File: config.mk
export PLATFORM = sky130hd
export DESIGN_NAME = npi_cell
export DESIGN_NICKNAME = d
export VERILOG_FILES = /design/src/rtl/nearest_palette_index_defines.svh /design/src/rtl/npi_pkg.sv /design/src/rtl/npi_cell.sv
export SDC_FILE = /design/constraint.sdc
export NUM_CORES = 1
export LEC_CHECK = 0
export BUFFER_PORTS_ARGS = -buffer_cell sky130_fd_sc_hd__buf_2
export CAP_MARGIN = 20
export CORE_MARGIN = 8
export CORE_UTILIZATION = 50
export CTS_BUF_LIST = sky130_fd_sc_hd__clkbuf_16
export CTS_CLUSTER_DIAMETER = 50
export DETAILED_ROUTE_END_ITERATION = 8
export GPL_TIMING_DRIVEN = 0
export PLACE_DENSITY = 0.69
export SETUP_SLACK_MARGIN = 0.1
export SYNTH_ARGS = -nofsm -noshare
export SYNTH_HDL_FRONTEND = slang
export SYNTH_SLANG_ARGS = --single-unit
File: constraint.sdc
create_clock -name clk_i -period 7.5 [get_ports clk_i]
set_clock_uncertainty 0.2 [all_clocks]
set_input_delay 1.5 -clock clk_i [delete_from_list [all_inputs] [get_ports clk_i]]
set_output_delay 1.5 -clock clk_i [all_outputs]
set_load 0.02 [all_outputs]
File: src/rtl/nearest_palette_index_defines.svh
// Assertion macros used by the palette matcher RTL.
// Depends on nothing; users must have clk_i and rst_ni in scope for NPI_ASSERT.
`ifndef NEAREST_PALETTE_INDEX_DEFINES_SVH
`define NEAREST_PALETTE_INDEX_DEFINES_SVH

// Generic clocked assertion with active-low reset disable.
`define NPI_ASSERT_CLK(lbl, clk, rst_n, prop, msg) \
  lbl: assert property (@(posedge clk) disable iff (!rst_n) prop) else $error(msg);

// Assertion on the block clock and reset.
`define NPI_ASSERT(lbl, prop, msg) \
  `NPI_ASSERT_CLK(lbl, clk_i, rst_ni, prop, msg)

`endif

File: src/rtl/npi_pkg.sv
// Shared types and constants for the nearest palette index matcher.
// No dependencies.
package npi_pkg;

  localparam int PaletteDepthDef = 256;
  localparam int DistW           = 18;   // 4 * 255^2 fits in 18 bits
  localparam int SqW             = 16;
  localparam logic [7:0] AlphaOpaqueMin = 8'd128;
  localparam logic [DistW-1:0] DistInit = '1;

  // One beat travelling down the cell chain: a pixel or a palette write.
  typedef struct packed {
    logic             wr;
    logic [31:0]      data;      // pixel for a lookup, color for a write
    logic [7:0]       slot;
    logic [7:0]       best_idx;
    logic [DistW-1:0] best_dist;
  } npi_beat_t;

endpackage

File: src/rtl/npi_cell.sv
// One palette cell: holds one entry, squares the channel differences, then
// folds the distance into the running best. Depends on npi_pkg.
module npi_cell #(
  parameter int CellIdx = 0
) (
  input  logic              clk_i,
  input  logic              rst_ni,
  input  logic              en_i,
  input  logic [8:0]        n_used_i,
  input  logic              vld_i,
  input  npi_pkg::npi_beat_t beat_i,
  output logic              vld_o,
  output npi_pkg::npi_beat_t beat_o
);
  import npi_pkg::*;

  localparam logic [7:0] CellSlot = 8'(CellIdx);
  localparam logic [8:0] CellPos  = 9'(CellIdx);

  logic [31:0]               entry_q;
  logic                      s1_vld_q;
  npi_beat_t                 s1_q;
  logic [3:0][SqW-1:0]       sq_d, sq_q;
  logic                      s2_vld_q;
  npi_beat_t                 s2_d, s2_q;
  logic [DistW-1:0]          dist_sum;
  logic                      take;

  // Stage 1: absolute byte differences squared.
  always_comb begin
    for (int b = 0; b < 4; b++) begin
      logic [7:0] x, y, d;
      x = beat_i.data[8*b +: 8];
      y = entry_q[8*b +: 8];
      d = (x > y) ? (x - y) : (y - x);
      sq_d[b] = SqW'(d) * SqW'(d);
    end
  end

  // Capture a write beat addressed to this cell.
  always_ff @(posedge clk_i) begin
    if (en_i && vld_i && beat_i.wr && (beat_i.slot == CellSlot)) begin
      entry_q <= beat_i.data;
    end
  end

  always_ff @(posedge clk_i or negedge rst_ni) begin
    if (!rst_ni) begin
      s1_vld_q <= 1'b0;
      s2_vld_q <= 1'b0;
    end else if (en_i) begin
      s1_vld_q <= vld_i;
      s2_vld_q <= s1_vld_q;
    end
  end

  always_ff @(posedge clk_i) begin
    if (en_i) begin
      s1_q <= beat_i;
      sq_q <= sq_d;
      s2_q <= s2_d;
    end
  end

  // Stage 2: sum and compare; strict less keeps the lower index on a tie.
  always_comb begin
    dist_sum = DistW'(sq_q[0]) + DistW'(sq_q[1]) + DistW'(sq_q[2]) + DistW'(sq_q[3]);
    take = !s1_q.wr && (CellPos < n_used_i) && (dist_sum < s1_q.best_dist);
    s2_d = s1_q;
    if (take) begin
      s2_d.best_dist = dist_sum;
      s2_d.best_idx  = CellSlot;
    end
  end

  assign vld_o  = s2_vld_q;
  assign beat_o = s2_q;

endmodule

==> flow_summary.toml, run 1 <==
[outcome]
outcome = "complete, no violations"

[die]
core_sq_um = 35300
io_pins = 148
start_util_pct = 50.5
die_area_sq_um = 41900
dieWidth_microns = 205
row_count = 69
die_h_microns = 205

[yosys]
netlist_instances = 1595
ys.flop_type = "edfxtp_1"
synth-seq-cells = 228
avgSynthCellArea_sq_um = 11.2
synth_warnings = 0
netlist-cell-type-count = 57
synthArstFlopShare_pct = 0.877
synth_area_sq_um = 17800
synth_edf_count = 226
ys_seq_area_share_pct = 38.4

[worst_setup_path]
slowest_delay_ps = 540
critPathLaunch = "beat_i[58]"
crit_path_end = "sq_q[60]"
rrSetupSlack_ps = 1030
cpMostUsedCell = "inv_1"
crit_type = "input pin to flip-flop"
r2r.worst_path.cells = 25
end_kind = "flip-flop"
crit_path_top_delay_cell = "fa_1"
crit_path_start_kind = "input pin"
path_depth = 30
critPathArrivalTime_ps = 7280
reg2reg_from = "entry_q[0]"
worstReg2RegEnd = "sq_q[15]"
cp_top_family = "adder cells"
path_max_fanout = 7
critPathBufInv = 10
worstPathRequired_ps = 7590

[layout]
fin_nets = 2251
area.growth.synth_to_final_pct = 18.5
final_layout_size_suffix_gt1_share_pct = 19.9
n_antenna_cell = 0
final_area_sq_um = 21100
nFillCells = 2833
layoutNonFillerInstCount = 2304

[route]
antenna_left = 0
wl_met2_microns = 16500
avgRoutedWirePerCell_microns = 15.2
drt-total-wl_microns = 35000
route.met3.wl_microns = 1750
drt-initial-drc-count = 579
met1_length_microns = 15800
avgViaCountPerCell = 5.13
firstDrtPassIters = 5
dr.max_layer_used = "met4"
drc_errors = 0
vias = 11800

[clocking]
cts.sinks = 228
clk_pin_slew_ps = 60
clockBufferDepth = 3
cts_buffers = 31
htreeDepth = 1
cts_tree = "done"
cts-root-buf = "clkbuf_16"
clock_latency_ps = 560

[global_routing]
grtUsageTotal_pct = 16.4
overflow = 0
grt_pass1_vias = 12100
grt_max_degree = 124
grt_first_pass_wirelength_microns = 57300
antenna_found_initial = 0

[place]
hpwl_microns = 26700
place_area_sq_um = 19200
dp_cells = 2213
gp_congestion = 0.838
io_buffer_count = 147

[sta]
final_hold_viol_count = 0
whs_ps = 218
relSlewSlack_pct = 45.7
setup_tns_ps = 0
drv_slew = 0
rsz0062_at_grt = "yes"
final.min_clock_period_ps = 7190
max_freq_mhz = 139
worstMarginPinSlew_ps = 815
fin_crit_sh_pct = 95.8
setup_viol = 0

[flow_run]
cap_viol_max_count = 0

[hold_path]
min_delay_path_depth = 0
hold_class = "flip-flop to flip-flop"
-- sequential cells by signal, summed over array words and instances (netlist names) --
signal	flops
beat_o	67
s1_q	67
sq_q	60
entry_q	32
s1_vld_q	1
vld_o	1
-- logic make-up after synthesis --
group	after synthesis	synth area share, %
compound gates	237	8.15
xor+xnor	103	5.19
fa+ha+maj	352	30.4
buf+inv	312	6.82
flops	228	38.4
mux	46	2.72
other cells	1	0.0210
simple gates	316	8.30
-- cell type report --
cell class | count | area [sq um] | share of cell area (%)
multi-input cells | 1060 | 10300 | 48.7
flip-flops and latches | 228 | 6840 | 32.4
inverters | 290 | 1090 | 5.15
repair buffers | 187 | 1070 | 5.05
clock buffers | 31 | 776 | 3.67
well taps | 461 | 577 | 2.73
clock inverters | 26 | 364 | 1.72
plain buffers | 21 | 133 | 0.628
-- Yosys cell counts, types with 2 or more instances --
master    count  share of area (%)
a211oi_1     14               0.59
and3_1        2              0.070
fa_1        136                 15
mux2i_1      26                1.5
dfrtp_1       2               0.28
clkbuf_1     14               0.29
or3_1         5               0.18
nand2b_1     15               0.53
xor2_1       25                1.2
o22a_1        3               0.15
mux2_2       20                1.3
a21o_1       24                1.0
nand2_1      33               0.69
xnor2_2       3               0.27
nor4_1        4               0.14
nor3_1       13               0.37
buf_2         6               0.17
a311oi_1      2              0.098
ha_1        216                 15
nand3_1       5               0.14
nand3b_1      2              0.084
nand4_1      17               0.60
o31a_1        2              0.098
o211ai_1      4               0.17
o21a_1       13               0.55
o21ai_0      61                1.7
o21bai_1     10               0.42
or2_2        20               0.70
nor2_1      160                3.4
xnor2_1      75                3.7
a21oi_1      85                2.4
inv_1       290                6.1
and2_1        3               0.11
a31oi_1       4               0.14
o41ai_1       4               0.20
edfxtp_1    226                 38
nor2b_1      31                1.1
-- worst min-delay path by stage --
stage                  start          to  slack (ps)
floorplan           s1_q[26]  beat_o[26]         200
global placement    s1_q[62]  beat_o[62]         200
detailed placement  s1_q[58]  beat_o[58]         210
CTS                 s1_q[37]  beat_o[37]         220
global route        s1_q[58]  beat_o[58]         220
finish              s1_q[37]  beat_o[37]         220
-- routing by layer --
layer | up-vias | track usage (%)
li1 | 5811 | -
met5 | - | 0
met1 | 5732 | 21.7
met3 | 53 | 2.31
met2 | 228 | 27.6
met4 | 0 | 4.89
-- per-stage QoR --
stage	utilization (%)	setup WS, ps
floorplan	-	127
global placement	54.3	-4740
detailed placement	54.5	-768
CTS	58.0	44.0
global route	59.8	-20.5
finish	59.8	314
-- cell usage in the layout, fill, tap and decap left out, drive strengths merged, types with 4 or more instances in the layout --
master / n
a21o: 24
or3: 6
nor3: 13
o21a: 13
nand2: 34
clkinv: 11
nor2: 161
conb: 5
nor4: 4
nand2b: 15
inv: 299
a211oi: 14
o211ai: 4
nor2b: 31
fa: 136
o21ai: 62
nand4: 17
nand3: 5
mux2i: 26
o41ai: 4
a21oi: 85
and2: 4
xor2: 25
ha: 216
clkbuf: 43
o21bai: 10
a31oi: 5
or2: 21
xnor2: 78
mux2: 20
bufinv: 6
buf: 195
edfxtp: 226
-- timing repair --
item                       in CTS  in global routing
buffers inserted                2                 32
resized for setup              11                 76
pin swaps                       2                 22
hold buffers                    0                  0
cloned                          0                  1
setup endpoints to repair      17                 21
Power of run 1 is not shown: default switching activity piles up to over one toggle a cycle in this logic, so the estimate is an artifact.
==> run 2: changes to the inputs <==
Settings changed: BUFFER_PORTS_ARGS -buffer_cell sky130_fd_sc_hd__buf_2 to -buffer_cell sky130_fd_sc_hd__buf_4.
==> flow_summary.toml, run 2 (same netlist as run 1, synthesis figures left out) <==
[die]
core_sq_um = 35300
row_count = 69
io_pins = 148
die_area_sq_um = 41900
start_util_pct = 50.5
dieWidth_microns = 205
die_h_microns = 205

[worst_setup_path]
crit_type = "input pin to flip-flop"
r2r.worst_path.cells = 23
crit_path_top_delay_cell = "fa_1"
cpMostUsedCell = "inv_1"
crit_path_end = "sq_q[60]"
end_kind = "flip-flop"
worstPathRequired_ps = 7550
reg2reg_from = "entry_q[0]"
slowest_delay_ps = 540
crit_path_start_kind = "input pin"
critPathArrivalTime_ps = 7220
worstReg2RegEnd = "sq_q[15]"
path_max_fanout = 7
rrSetupSlack_ps = 1040
critPathLaunch = "beat_i[58]"

[global_routing]
grt_first_pass_wirelength_microns = 58400
grt_pass1_vias = 12300
antenna_found_initial = 0
grtUsageTotal_pct = 17.0
grt_max_degree = 125
overflow = 0

[clocking]
cts-root-buf = "clkbuf_16"
cts_hold_buf = 0
cts.sinks = 228
htreeDepth = 2
cts_tree = "done"
clock_latency_ps = 530
clk_pin_slew_ps = 60
clockBufferDepth = 3
cts_buffers = 34

[layout]
final_common_cell = "inv_1"
final_layout_size_suffix_gt1_share_pct = 20.7
area.growth.synth_to_final_pct = 21.1
nFillCells = 2789
layoutNonFillerInstCount = 2312
regArea_sq_um = 6840
multi_input_area_sq_um = 10400
n_antenna_cell = 0
final_cell_mix = "293 x inv_1, 226 x edfxtp_1, 212 x ha_1"
fin_nets = 2259

[route]
drc_errors = 0
drt-total-wl_microns = 36200
drt-initial-drc-count = 531
vias = 11900
avgViaCountPerCell = 5.15
firstDrtPassIters = 5
avgRoutedWirePerCell_microns = 15.6
antenna_left = 0

[sta]
worstMarginPinSlew_ps = 833
max_freq_mhz = 140
setup_viol = 0
relSlewSlack_pct = 44.5
final_hold_viol_count = 0
fin_crit_sh_pct = 95.6
rsz0062_at_grt = "no"
whs_ps = 211
final.min_clock_period_ps = 7170
drv_slew = 0

[place]
io_buffer_count = 147
hpwl_microns = 26700
dp_cells = 2213
gp_congestion = 0.841

[flow_run]
cap_viol_max_count = 0

[outcome]
outcome = "complete, no violations"

[hold_path]
hold_class = "flip-flop to flip-flop"
==> run 2: changes by cell type in the layout (fill, tap and decap cells not counted), sizes merged <==
cell / delta
inv: +1
bufinv: -3
clkbuf: +1
buf: +6
o21ai: +1
xor2: +1
clkinv: -3
clkinvlp: +4
==> run 2: cell type report <==
cell class	instances	share of cell area, %
Buffer	19	0.562
Clock buffer	35	4.06
Multi-Input combinational cell	1062	48.0
Inverter	290	5.04
Clock inverter	25	1.15
Timing Repair Buffer	192	6.80
Sequential cell	228	31.7
Tap cell	461	2.67
==> run 2: worst min path at each step <==
stage               startpoint    endpoint  slack (ps)  cells after the start
CTS                   s1_q[36]  beat_o[36]         210                      0
floorplan             s1_q[26]  beat_o[26]         200                      0
detailed placement    s1_q[32]  beat_o[32]         210                      0
global route          s1_q[62]  beat_o[62]         220                      0
finish                s1_q[36]  beat_o[36]         210                      0
global placement      s1_q[52]  beat_o[52]         200                      0
==> run 2: critical path, delay by kind of cell <==
kind	cells	cell delay (ps)
adders and majority gates	6	2470
xor gates and xnor gates	4	790
AOI/OAI and AO/OA	7	1400
muxes	1	330
and+or+nand+nor	2	200
buffers and inverters	6	530
==> run 2: timing repair <==
action | CTS | global route
pin swaps | 2 | 27
gates resized for setup | 13 | 83
setup buffers | 4 | 35
setup endpoints to repair | 18 | 22
cloned | 0 | 3
==> run 2: metrics by stage <==
step	worst slack [ps]	setup TNS [ps]	area, sq um	utilization (%)
3_3_place_gp	-3240	-114720	19500	55.3
6_report	333	0	21600	61.1
4_1_cts	105	0	20900	59.1
2_1_floorplan	127	0	17900	-
5_1_grt	49.6	0	21600	61.1
3_5_place_dp	-786	-13850	19600	55.5
==> run 2: layer usage <==
layer | vias to the layer above | global-route usage [%] | share of wire (%)
met1 | 5782 | 22.2 | 44
li1 | 5822 | - | -
met5 | - | 0 | 0
met3 | 58 | 3.48 | 6.0
met2 | 255 | 28.2 | 48
met4 | 0 | 5.01 | 2.3
Power of run 2 is left out for the same reason.
==> run 3: changes to the inputs <==
Settings changed: CORE_ASPECT_RATIO set to 1.4.
==> flow_summary.toml, run 3 (same netlist as run 1, synthesis figures left out) <==
[outcome]
outcome = "complete, no violations"

[layout]
final_cell_mix = "296 x inv_1, 226 x edfxtp_1, 214 x ha_1"
final_area_sq_um = 21200
fin_nets = 2244
final_common_cell = "inv_1"
fin_util_pct = 59.8
area.growth.synth_to_final_pct = 19.1
final_layout_size_suffix_gt1_share_pct = 18.9
n_antenna_cell = 0
layoutNonFillerInstCount = 2293

[global_routing]
grt_first_pass_wirelength_microns = 56900
grt_pass1_vias = 12400
overflow = 0
grt_max_degree = 106
grtUsageTotal_pct = 16.3
antenna_found_initial = 0

[hold_path]
hold_class = "flip-flop to flip-flop"

[place]
gp_congestion = 0.870
dp_cells = 2214
hpwl_microns = 26600
place_area_sq_um = 19600
io_buffer_count = 147

[route]
avgRoutedWirePerCell_microns = 15.0
drt-total-wl_microns = 34400
drc_errors = 0
vias = 11800
firstDrtPassIters = 7
antenna_left = 0
avgViaCountPerCell = 5.16
drt-initial-drc-count = 393

[die]
io_pins = 148
start_util_pct = 50.2
die_h_microns = 239
row_count = 82
die_area_sq_um = 42000
core_sq_um = 35500
dieWidth_microns = 176

[worst_setup_path]
critPathArrivalTime_ps = 7310
crit_type = "input pin to flip-flop"
worstPathRequired_ps = 7600
slowest_delay_ps = 550
end_kind = "flip-flop"
crit_path_start_kind = "input pin"
cpMostUsedCell = "fa_1"
path_max_fanout = 5
crit_path_top_delay_cell = "fa_1"
rrSetupSlack_ps = 950

[sta]
whs_ps = 217
max_freq_mhz = 139
rsz0062_at_grt = "no"
final.min_clock_period_ps = 7210
drv_slew = 0
fin_crit_sh_pct = 96.2
final_hold_viol_count = 0
setup_viol = 0
worstMarginPinSlew_ps = 926
relSlewSlack_pct = 37.8

[clocking]
cts_buffers = 28
htreeDepth = 1
cts.sinks = 228
clockBufferDepth = 3
clk_pin_slew_ps = 60
clock_latency_ps = 560
cts-root-buf = "clkbuf_16"
cts_tree = "done"

[flow_run]
cap_viol_max_count = 0
-- run 3: cell types whose count changed in the layout (fill, tap and decap cells not counted), moves of 3 or more --
cell | before | now
buf_4 | 190 | 179
nor2_2 | 9 | 5
ha_4 | 4 | 1
a21oi_1 | 68 | 73
clkbuf_16 | 35 | 28
inv_6 | 5 | 2
mux2i_2 | 7 | 4
clkinv_4 | 5 | 2
inv_1 | 293 | 296
nor2_1 | 152 | 156
a21oi_2 | 15 | 11
-- run 3: cell type report --
type | instances | area (sq um)
inverter | 290 | 1090
buffer | 20 | 126
timing repair buffer | 184 | 1440
fill | 2918 | 14300
tap | 462 | 578
clock inverter | 21 | 186
sequential | 228 | 6840
multi-input combinational | 1060 | 10300
clock buffer | 28 | 701
-- run 3: through the flow --
stage	TNS, ps	worst slack, ps
after floorplan	0	127
after global placement	-118210	-3360
after CTS	0	104
final	0	288
after global routing	0	37.4
after detailed placement	-13830	-880
-- run 3: path summary, 6_finish.rpt --
check / startpoint / end / cells after the start
setup reg to reg: entry_q[0] / sq_q[15] / 23
setup / recovery: beat_i[42] / sq_q[29] / 27
max in group asynchronous: rst_ni / s1_vld_q / 1
min in group asynchronous: rst_ni / vld_o / 1
hold / removal: s1_q[28] / beat_o[28] / 0
hold reg to reg: s1_q[28] / beat_o[28] / 0
-- run 3: routing by layer --
layer / routed length (microns) / GRT usage, % / part of all wire, %
met5: 0 / 0 / 0
met4: 1180 / 6.41 / 3.4
met3: 1370 / 2.35 / 4.0
met2: 18300 / 30.3 / 53
met1: 13500 / 18.3 / 39
-- run 3: worst max-delay path: cells and delay by family --
family | cells | cell delay, ps
adders and majority gates | 7 | 3030
and+or+nand+nor | 4 | 770
AOI/OAI and AO/OA | 8 | 1230
xor gates and xnor gates | 2 | 350
buffers and inverters | 6 | 410
-- run 3: repair_timing --
action,4_1_cts,5_1_grt
pin swaps,3,17
hold buffers,0,0
gates resized for setup,11,73
cloned,0,1
endpoints found under the setup margin,14,22
buffers inserted,6,25
Power of run 3 is left out for the same reason.
